File: src/rtl/next_permutation_engine_macros.svh
// Assertion macros for the next permutation engine.
// Included by the top level; no other dependencies.
`ifndef NEXT_PERMUTATION_ENGINE_MACROS_SVH
`define NEXT_PERMUTATION_ENGINE_MACROS_SVH
`ifndef SYNTHESIS
`define NPE_ASSERT_IMPL(lbl, clk, rst_n, ante, cons) \
  lbl: assert property (@(posedge clk) disable iff (!rst_n) (ante) |-> (cons)) \
    else $error("next_permutation_engine: implication check failed");
`define NPE_ASSERT_NEXT(lbl, clk, rst_n, ante, cons) \
  lbl: assert property (@(posedge clk) disable iff (!rst_n) (ante) |=> (cons)) \
    else $error("next_permutation_engine: next-cycle check failed");
`else
`define NPE_ASSERT_IMPL(lbl, clk, rst_n, ante, cons)
`define NPE_ASSERT_NEXT(lbl, clk, rst_n, ante, cons)
`endif
`endif

File: src/rtl/npe_pkg.sv
// Shared types for the next permutation engine: payload structs, controller
// states, and the command/status bundles between controller and datapath.
`default_nettype none
package npe_pkg;

  localparam int DATA_W = 16;

  typedef struct packed {
    logic [DATA_W-1:0] value;
    logic              end_of_seq;
  } in_t;

  typedef struct packed {
    logic [DATA_W-1:0] out_value;
    logic              out_last;
    logic              wrapped;
    logic              overflowed;
  } out_t;

  typedef enum logic [3:0] {
    ST_IDLE,
    ST_PIV_RD,
    ST_PIV_CMP,
    ST_SUC_RD,
    ST_SUC_CMP,
    ST_SWAP_WR,
    ST_REV_RD,
    ST_REV_WR_LO,
    ST_REV_WR_HI,
    ST_EMIT
  } state_t;

  typedef enum logic [1:0] {
    WSRC_IN,
    WSRC_A,
    WSRC_B,
    WSRC_PIV
  } wsrc_t;

  typedef struct packed {
    logic  wr_en;
    wsrc_t wr_src;
    logic  rd_en;
    logic  piv_ld;
    logic  emit;
    logic  last;
    logic  wrapped;
    logic  overflowed;
  } cmd_t;

  typedef struct packed {
    logic a_lt_b;
    logic a_gt_piv;
  } sts_t;

endpackage
`default_nettype wire

File: src/rtl/next_permutation_engine.sv
// Top level of the next permutation engine: controller plus datapath.
// Depends on npe_pkg, npe_ctrl, npe_dp and next_permutation_engine_macros.svh.
`default_nettype none
`include "next_permutation_engine_macros.svh"
// Loads one element per cycle while busy is low; the element flagged end_of_seq
// closes the sequence of n stored elements and raises busy. The block then walks
// its element memory (one write port, two registered read ports): the pivot
// scan reads and compares one pair of positions at a time, the successor scan
// reads and compares one position at a time and then writes the swap, the
// suffix reversal reads each pair and writes its two ends, and the results
// leave at one per cycle, each on out_valid for exactly one cycle. The receiver
// cannot stall, so results must be taken as they appear. busy drops during the
// cycle that carries the final transfer, and a new sequence may start loading
// then. Elements beyond MAX_LEN are dropped and reported through the overflowed
// flag on every result of that sequence.
module next_permutation_engine #(
  parameter int MAX_LEN     = 16,
  parameter int VALUE_WIDTH = 16
) (
  input  wire            clk,
  input  wire            rst_n,
  input  wire            start,
  output logic           busy,
  input  npe_pkg::in_t   in_data,
  output logic           out_valid,
  output npe_pkg::out_t  out_data
);

  localparam int AW = (MAX_LEN > 1) ? $clog2(MAX_LEN) : 1;

  npe_pkg::cmd_t cmd;
  npe_pkg::sts_t sts;
  logic [AW-1:0] wr_addr;
  logic [AW-1:0] rd_a_addr;
  logic [AW-1:0] rd_b_addr;

  npe_ctrl #(
    .MAX_LEN (MAX_LEN)
  ) u_ctrl (
    .clk        (clk),
    .rst_n      (rst_n),
    .start      (start),
    .end_of_seq (in_data.end_of_seq),
    .sts        (sts),
    .busy       (busy),
    .cmd        (cmd),
    .wr_addr    (wr_addr),
    .rd_a_addr  (rd_a_addr),
    .rd_b_addr  (rd_b_addr)
  );

  npe_dp #(
    .MAX_LEN     (MAX_LEN),
    .VALUE_WIDTH (VALUE_WIDTH)
  ) u_dp (
    .clk       (clk),
    .rst_n     (rst_n),
    .cmd       (cmd),
    .wr_addr   (wr_addr),
    .rd_a_addr (rd_a_addr),
    .rd_b_addr (rd_b_addr),
    .in_value  (in_data.value),
    .sts       (sts),
    .out_valid (out_valid),
    .out_data  (out_data)
  );

  // a closing transfer always starts the rearrangement
  `NPE_ASSERT_NEXT(a_close_busy, clk, rst_n, start && !busy && in_data.end_of_seq, busy)
  // the final result frees the block, any earlier one finds it still emitting
  `NPE_ASSERT_IMPL(a_last_idle, clk, rst_n, out_valid && out_data.out_last, !busy)
  `NPE_ASSERT_IMPL(a_mid_busy, clk, rst_n, out_valid && !out_data.out_last, busy && cmd.emit)
  // memory never sees a write and a read in the same cycle
  `NPE_ASSERT_IMPL(a_port_excl, clk, rst_n, cmd.wr_en, !cmd.rd_en)

endmodule
`default_nettype wire

File: src/rtl/npe_dp.sv
// Datapath of the next permutation engine: element memory with two
// registered read ports, pivot register, comparators and result register.
// Depends on npe_pkg.
`default_nettype none
module npe_dp #(
  parameter int MAX_LEN     = 16,
  parameter int VALUE_WIDTH = 16
) (
  input  wire                                   clk,
  input  wire                                   rst_n,
  input  npe_pkg::cmd_t                         cmd,
  input  wire [(MAX_LEN > 1 ? $clog2(MAX_LEN) : 1)-1:0] wr_addr,
  input  wire [(MAX_LEN > 1 ? $clog2(MAX_LEN) : 1)-1:0] rd_a_addr,
  input  wire [(MAX_LEN > 1 ? $clog2(MAX_LEN) : 1)-1:0] rd_b_addr,
  input  wire [npe_pkg::DATA_W-1:0]             in_value,
  output npe_pkg::sts_t                         sts,
  output logic                                  out_valid,
  output npe_pkg::out_t                         out_data
);

  localparam int EW = (VALUE_WIDTH > npe_pkg::DATA_W) ? VALUE_WIDTH : npe_pkg::DATA_W;

  logic [VALUE_WIDTH-1:0] mem [MAX_LEN];
  logic [VALUE_WIDTH-1:0] rd_a_r;
  logic [VALUE_WIDTH-1:0] rd_b_r;
  logic [VALUE_WIDTH-1:0] piv_r;
  logic [VALUE_WIDTH-1:0] wr_data;
  logic [EW-1:0]          in_ext;
  logic [EW-1:0]          out_ext;
  logic                   out_valid_r;
  logic                   last_r;
  logic                   wrapped_r;
  logic                   ovf_r;

  assign in_ext  = EW'(in_value);
  assign out_ext = EW'(rd_a_r);

  always_comb begin
    case (cmd.wr_src)
      npe_pkg::WSRC_IN:  wr_data = in_ext[VALUE_WIDTH-1:0];
      npe_pkg::WSRC_A:   wr_data = rd_a_r;
      npe_pkg::WSRC_B:   wr_data = rd_b_r;
      npe_pkg::WSRC_PIV: wr_data = piv_r;
      default:           wr_data = rd_a_r;
    endcase
  end

  always_ff @(posedge clk) begin
    if (cmd.wr_en) begin
      mem[wr_addr] <= wr_data;
    end
    if (cmd.rd_en) begin
      rd_a_r <= mem[rd_a_addr];
      rd_b_r <= mem[rd_b_addr];
    end
    if (cmd.piv_ld) begin
      piv_r <= rd_a_r;
    end
  end

  // result flags ride along with the read issued in the emit state
  always_ff @(posedge clk) begin
    if (cmd.emit) begin
      last_r    <= cmd.last;
      wrapped_r <= cmd.wrapped;
      ovf_r     <= cmd.overflowed;
    end
  end

  always_ff @(posedge clk) begin
    if (!rst_n) begin
      out_valid_r <= 1'b0;
    end else begin
      out_valid_r <= cmd.emit;
    end
  end

  assign sts.a_lt_b   = rd_a_r < rd_b_r;
  assign sts.a_gt_piv = rd_a_r > piv_r;

  assign out_valid           = out_valid_r;
  assign out_data.out_value  = out_ext[npe_pkg::DATA_W-1:0];
  assign out_data.out_last   = last_r;
  assign out_data.wrapped    = wrapped_r;
  assign out_data.overflowed = ovf_r;

endmodule
`default_nettype wire

File: src/rtl/npe_ctrl.sv
// Controller of the next permutation engine: load counter, pivot and
// successor scans, suffix reversal and output sequencing.
// Depends on npe_pkg.
`default_nettype none
module npe_ctrl #(
  parameter int MAX_LEN = 16
) (
  input  wire                                   clk,
  input  wire                                   rst_n,
  input  wire                                   start,
  input  wire                                   end_of_seq,
  input  npe_pkg::sts_t                         sts,
  output logic                                  busy,
  output npe_pkg::cmd_t                         cmd,
  output logic [(MAX_LEN > 1 ? $clog2(MAX_LEN) : 1)-1:0] wr_addr,
  output logic [(MAX_LEN > 1 ? $clog2(MAX_LEN) : 1)-1:0] rd_a_addr,
  output logic [(MAX_LEN > 1 ? $clog2(MAX_LEN) : 1)-1:0] rd_b_addr
);

  localparam int AW = (MAX_LEN > 1) ? $clog2(MAX_LEN) : 1;
  localparam int CW = $clog2(MAX_LEN + 1);

  npe_pkg::state_t state_r, state_nxt;
  logic [CW-1:0] count_r, count_nxt;
  logic          ovf_r, ovf_nxt;
  logic          wrap_r, wrap_nxt;
  logic [AW-1:0] p_r, p_nxt;
  logic [AW-1:0] k_r, k_nxt;
  logic [AW-1:0] lo_r, lo_nxt;
  logic [AW-1:0] hi_r, hi_nxt;
  logic [AW-1:0] i_r, i_nxt;
  logic          room;
  logic [CW-1:0] n_close;
  logic [AW-1:0] last_idx;
  logic [AW-1:0] close_idx;

  assign room      = count_r < CW'(MAX_LEN);
  assign n_close   = room ? count_r + CW'(1) : count_r;
  assign last_idx  = AW'(count_r - CW'(1));
  assign close_idx = AW'(n_close - CW'(1));

  always_ff @(posedge clk) begin
    if (!rst_n) begin
      state_r <= npe_pkg::ST_IDLE;
      count_r <= '0;
      ovf_r   <= 1'b0;
      wrap_r  <= 1'b0;
    end else begin
      state_r <= state_nxt;
      count_r <= count_nxt;
      ovf_r   <= ovf_nxt;
      wrap_r  <= wrap_nxt;
    end
  end

  always_ff @(posedge clk) begin
    p_r  <= p_nxt;
    k_r  <= k_nxt;
    lo_r <= lo_nxt;
    hi_r <= hi_nxt;
    i_r  <= i_nxt;
  end

  always_comb begin
    state_nxt = state_r;
    count_nxt = count_r;
    ovf_nxt   = ovf_r;
    wrap_nxt  = wrap_r;
    p_nxt     = p_r;
    k_nxt     = k_r;
    lo_nxt    = lo_r;
    hi_nxt    = hi_r;
    i_nxt     = i_r;
    cmd       = '0;
    wr_addr   = count_r[AW-1:0];
    rd_a_addr = i_r;
    rd_b_addr = hi_r;
    busy      = state_r != npe_pkg::ST_IDLE;

    case (state_r)
      npe_pkg::ST_IDLE: begin
        if (start) begin
          if (room) begin
            cmd.wr_en  = 1'b1;
            cmd.wr_src = npe_pkg::WSRC_IN;
            count_nxt  = n_close;
          end else begin
            ovf_nxt = 1'b1;
          end
          if (end_of_seq) begin
            if (n_close <= CW'(1)) begin
              wrap_nxt  = 1'b1;
              i_nxt     = '0;
              state_nxt = npe_pkg::ST_EMIT;
            end else begin
              p_nxt     = close_idx;
              state_nxt = npe_pkg::ST_PIV_RD;
            end
          end
        end
      end

      npe_pkg::ST_PIV_RD: begin
        cmd.rd_en = 1'b1;
        rd_a_addr = p_r - AW'(1);
        rd_b_addr = p_r;
        state_nxt = npe_pkg::ST_PIV_CMP;
      end

      npe_pkg::ST_PIV_CMP: begin
        if (sts.a_lt_b) begin
          // pivot sits left of p; hold its value for the successor search
          cmd.piv_ld = 1'b1;
          p_nxt      = p_r - AW'(1);
          k_nxt      = last_idx;
          state_nxt  = npe_pkg::ST_SUC_RD;
        end else if (p_r == AW'(1)) begin
          wrap_nxt  = 1'b1;
          lo_nxt    = '0;
          hi_nxt    = last_idx;
          state_nxt = npe_pkg::ST_REV_RD;
        end else begin
          p_nxt     = p_r - AW'(1);
          state_nxt = npe_pkg::ST_PIV_RD;
        end
      end

      npe_pkg::ST_SUC_RD: begin
        cmd.rd_en = 1'b1;
        rd_a_addr = k_r;
        state_nxt = npe_pkg::ST_SUC_CMP;
      end

      npe_pkg::ST_SUC_CMP: begin
        if (sts.a_gt_piv) begin
          cmd.wr_en  = 1'b1;
          cmd.wr_src = npe_pkg::WSRC_A;
          wr_addr    = p_r;
          state_nxt  = npe_pkg::ST_SWAP_WR;
        end else begin
          k_nxt     = k_r - AW'(1);
          state_nxt = npe_pkg::ST_SUC_RD;
        end
      end

      npe_pkg::ST_SWAP_WR: begin
        cmd.wr_en  = 1'b1;
        cmd.wr_src = npe_pkg::WSRC_PIV;
        wr_addr    = k_r;
        lo_nxt     = p_r + AW'(1);
        hi_nxt     = last_idx;
        state_nxt  = npe_pkg::ST_REV_RD;
      end

      npe_pkg::ST_REV_RD: begin
        if (lo_r < hi_r) begin
          cmd.rd_en = 1'b1;
          rd_a_addr = lo_r;
          rd_b_addr = hi_r;
          state_nxt = npe_pkg::ST_REV_WR_LO;
        end else begin
          i_nxt     = '0;
          state_nxt = npe_pkg::ST_EMIT;
        end
      end

      npe_pkg::ST_REV_WR_LO: begin
        cmd.wr_en  = 1'b1;
        cmd.wr_src = npe_pkg::WSRC_B;
        wr_addr    = lo_r;
        state_nxt  = npe_pkg::ST_REV_WR_HI;
      end

      npe_pkg::ST_REV_WR_HI: begin
        cmd.wr_en  = 1'b1;
        cmd.wr_src = npe_pkg::WSRC_A;
        wr_addr    = hi_r;
        lo_nxt     = lo_r + AW'(1);
        hi_nxt     = hi_r - AW'(1);
        state_nxt  = npe_pkg::ST_REV_RD;
      end

      npe_pkg::ST_EMIT: begin
        cmd.rd_en      = 1'b1;
        cmd.emit       = 1'b1;
        cmd.last       = i_r == last_idx;
        cmd.wrapped    = wrap_r;
        cmd.overflowed = ovf_r;
        rd_a_addr      = i_r;
        if (i_r == last_idx) begin
          // drop the sequence state; the final transfer shows next cycle
          count_nxt = '0;
          ovf_nxt   = 1'b0;
          wrap_nxt  = 1'b0;
          state_nxt = npe_pkg::ST_IDLE;
        end else begin
          i_nxt = i_r + AW'(1);
        end
      end

      default: begin
        state_nxt = npe_pkg::ST_IDLE;
      end
    endcase
  end

endmodule
`default_nettype wire

File: config.mk
export PLATFORM = sky130hd
export DESIGN_NAME = next_permutation_engine
export DESIGN_NICKNAME = d
export VERILOG_FILES = /design/src/rtl/npe_pkg.sv /design/src/rtl/next_permutation_engine.sv /design/src/rtl/npe_dp.sv /design/src/rtl/npe_ctrl.sv
export VERILOG_INCLUDE_DIRS = /design/src /design/src/rtl
export SDC_FILE = /design/constraint.sdc
export NUM_CORES = 1
export LEC_CHECK = 0
export BUFFER_PORTS_ARGS = -buffer_cell sky130_fd_sc_hd__buf_2
export CAP_MARGIN = 20
export CORE_AREA = 3 3 251 253
export DETAILED_ROUTE_END_ITERATION = 8
export DIE_AREA = 0 0 254 256
export MAX_ROUTING_LAYER = met4
export PLACE_DENSITY = 0.48
export SYNTH_ARGS = -nofsm -noshare
export SYNTH_HDL_FRONTEND = slang
export SYNTH_SLANG_ARGS = --single-unit
File: constraint.sdc
create_clock -name clk -period 6.1 [get_ports clk]
set_clock_uncertainty 0.05 [all_clocks]
set_input_delay 0.61 -clock clk [delete_from_list [all_inputs] [get_ports clk]]
set_output_delay 0.61 -clock clk [all_outputs]
set_load 0.02 [all_outputs]
==> results_dict.tcl <==
set metrics [dict create \
    yosysMostFrequentCell "edfxtp_1" \
    power_w 0.0113 \
    antenna_found_initial 1 \
    synthFlopType "edfxtp_1" \
    synth_cell_types 75 \
    cts_repair_resize_count 0 \
    synth_edf_count 327 \
    via_count 11800 \
    synth_area_leader_cell "edfxtp_1" \
    status "completed" \
    min_path_type "in -> reg" \
    portBuffers 40 \
    cts_tree "built" \
    fmax_mhz 225 \
    end_kind "flop" \
    min_period_over_period_pct 72.9 \
    drive_above_1_share_pct 20.3 \
    ys_warn_count 0 \
    die_w_microns 254 \
    dp_cells 2097 \
    cellLeakagePower_nw 7.06 \
    finalSetupTns_ns 0 \
    grt_overflow 0 \
    ios 41 \
    post_cts_buffers 0 \
    via_per_inst 5.44 \
    maxCapViolCount 0 \
    clkSinkCount 339 \
    core_area_sq_um 61300 \
    slew_viol_final 0 \
    final_cell_count_no_fill 2162 \
    drt_first_pass_iters 7 \
    p_per_area_nw_per_um2 562 \
    fin_crit_ns 4.45 \
    rsz0062_at_grt "no" \
    synth_area_leaders "edfxtp_1 (56%), mux4_2 (9.7%), ha_1 (3.1%)" \
    synth_nets 1352 \
    yosysTopAreaCellShare_pct 55.9 \
    track_usage_pct 17.6 \
    drtIter0Drc 1180 \
    routedWlPerCell_microns 25.8 \
    grt_pass1_wl_microns 82000 \
    synth_common_cells "edfxtp_1 (327), nand2_1 (142), mux4_2 (76)" \
    root_buffer "clkbuf_16" \
    grt_max_degree 97 \
    htreeDepth 2 \
    routabilityCongestion 0.880 \
    tightest_slew_ns 1.06 \
    setup.worst_path.class "reg -> reg" \
    clkTransAtPathRegs_ns 0.06 \
    grt_pass1_vias 12000 \
    avgSynthCellArea_sq_um 13.6 \
    crit_fanout 12 \
    routed_wl_microns 55800 \
    synth_area_sq_um 17600 \
    final_nets 1410 \
    area_growth_pct 14.0 \
    start_util_pct 28.7 \
    insertion_delay_ns 0.54 \
    seq_area_frac_synth_pct 57.2 \
    setup_viol 0 \
    async_reset_ff_share_pct 0 \
    finalHoldViolCount 0 \
    numCtsBuffers 37 \
    die-area_sq_um 65000 \
    rows 91 \
    clockBufferDepth 3 \
    critPathRequiredTime_ns 6.27 \
    slew_headroom_pct 28.5 \
    antenna_left 0 \
    ir_drop_uv 319 \
    cts_hold_repair.buffers 0 \
    synth-seq-cells 339 \
    die_y_microns 256 \
    critPathLaunchType "flop" \
    hpwl_microns 36300 \
    syn_inst 1288 \
    drcViolationCount 0 \
    critical_path_arrival_ns 4.62 \
]
final timing paths:
| path | startpoint | end | slack, ns | depth (start not counted) |
|---|---|---|---|---|
| worst min-delay path | start | u_ctrl.ovf_r | 0.36 | 3 |
| worst max-delay path | u_dp.out_ext[13] | u_dp.mem[11][1] | 1.65 | 10 |
| worst max register to register | u_dp.out_ext[13] | u_dp.mem[11][1] | 1.65 | 10 |
| worst min register to register | u_ctrl.wrap_r | u_ctrl.wrap_r | 0.41 | 2 |
layout by cell type, fill, tap and decap left out, types with 9 or more instances in the layout:
| cell type | Yosys | layout |
|---|---|---|
| a211o_1 | 34 | 33 |
| a211oi_1 | 34 | 33 |
| a21o_1 | 13 | 13 |
| a21oi_1 | 47 | 44 |
| a31oi_1 | 49 | 49 |
| a32o_1 | 32 | 32 |
| and2_1 | 28 | 28 |
| and3_1 | 35 | 35 |
| buf_2 | 16 | 40 |
| buf_4 | 14 | 65 |
| clkbuf_1 | 37 | 9 |
| clkbuf_16 | 0 | 38 |
| dfxtp_1 | 12 | 11 |
| edfxtp_1 | 327 | 327 |
| ha_1 | 44 | 44 |
| inv_1 | 50 | 50 |
| mux2i_1 | 44 | 44 |
| mux4_2 | 76 | 76 |
| nand2_1 | 142 | 142 |
| nor2_1 | 60 | 55 |
| nor2b_1 | 10 | 10 |
| nor3_1 | 17 | 9 |
| o22ai_1 | 18 | 18 |
| xnor2_1 | 11 | 11 |
| xor2_1 | 9 | 9 |
metal layers:
| metal | wire [microns] | GRT usage (%) | vias to the layer above |
|---|---|---|---|
| li1 | - | - | 5194 |
| met1 | 23700 | 22.5 | 5988 |
| met2 | 26600 | 27.9 | 474 |
| met3 | 3510 | 3.35 | 103 |
| met4 | 2110 | 6.58 | 0 |
| met5 | 0 | - | - |
flip-flops by register name, summed over array words and instances, names as in the netlist:
| signal | cells |
|---|---|
| u_dp.out_ext | 16 |
| u_dp.wrapped_r | 1 |
| u_dp.rd_b_r | 16 |
| u_dp.last_r | 1 |
| u_ctrl.i_r | 4 |
| u_ctrl.state_r | 4 |
| u_dp.piv_r | 16 |
| u_ctrl.hi_r | 4 |
| u_ctrl.count_r | 5 |
| u_dp.out_valid | 1 |
| u_dp.ovf_r | 1 |
| u_ctrl.ovf_r | 1 |
| u_ctrl.p_r | 4 |
| u_ctrl.k_r | 4 |
| u_ctrl.wrap_r | 1 |
| u_ctrl.lo_r | 4 |
| u_dp.mem | 256 |
report_power, final:
part           internal [W]  switching [W]  leakage [nW]  total, W
logic               0.00204        0.00344          3.45   0.00547
registers           0.00330       0.000344          3.06   0.00364
clock network       0.00123       0.000913         0.549   0.00214
kinds of logic (layout without fill, tap and decap cells):
family / Yosys count / after routing / synth area share, %
AO/OA/AOI/OAI: 278 / 278 / 11.7
XOR/XNOR: 21 / 21 / 1.12
adder cells (fa/ha/maj): 44 / 44 / 3.13
buffers and inverters: 141 / 224 / 4.33
flip-flops: 339 / 339 / 57.2
multiplexers: 126 / 126 / 13.0
other: 0 / 1 / 0
AND/OR/NAND/NOR: 339 / 339 / 9.48
worst max-delay path, stage by stage (launching register included):
cell and delay (ns):
edfxtp_1 0.47, ha_1 0.34, nand4_1 0.16, nor4_1 0.55, a21boi_1 0.34, o31ai_2 0.15
buf_4 0.22, o221ai_1 0.21, or2_1 0.46, nor3b_2 0.82, buf_4 0.34
stage by stage:
step / hold WS, ns / cell area, sq um / util [%] / worst slack (ns)
after global routing: 0.374 / 20000 / 32.7 / 1.42
final: 0.360 / 20000 / 32.7 / 1.65
after floorplan: 0.378 / 17600 / - / 1.86
after detailed placement: 0.402 / 18900 / 30.9 / 1.72
after global placement: 0.399 / 18900 / 30.8 / 1.64
after CTS: 0.338 / 20000 / 32.7 / 1.64
final cells by class:
type,instances,area (sq um)
fillers,6046,41200
flip-flops and latches,339,10100
multi-input cells,808,6900
well taps,790,988
clock buffers,47,985
repair buffers,109,768
inverters,51,191
clock inverters,17,140
diodes,1,2.50
(Power assumes the default switching activity.)
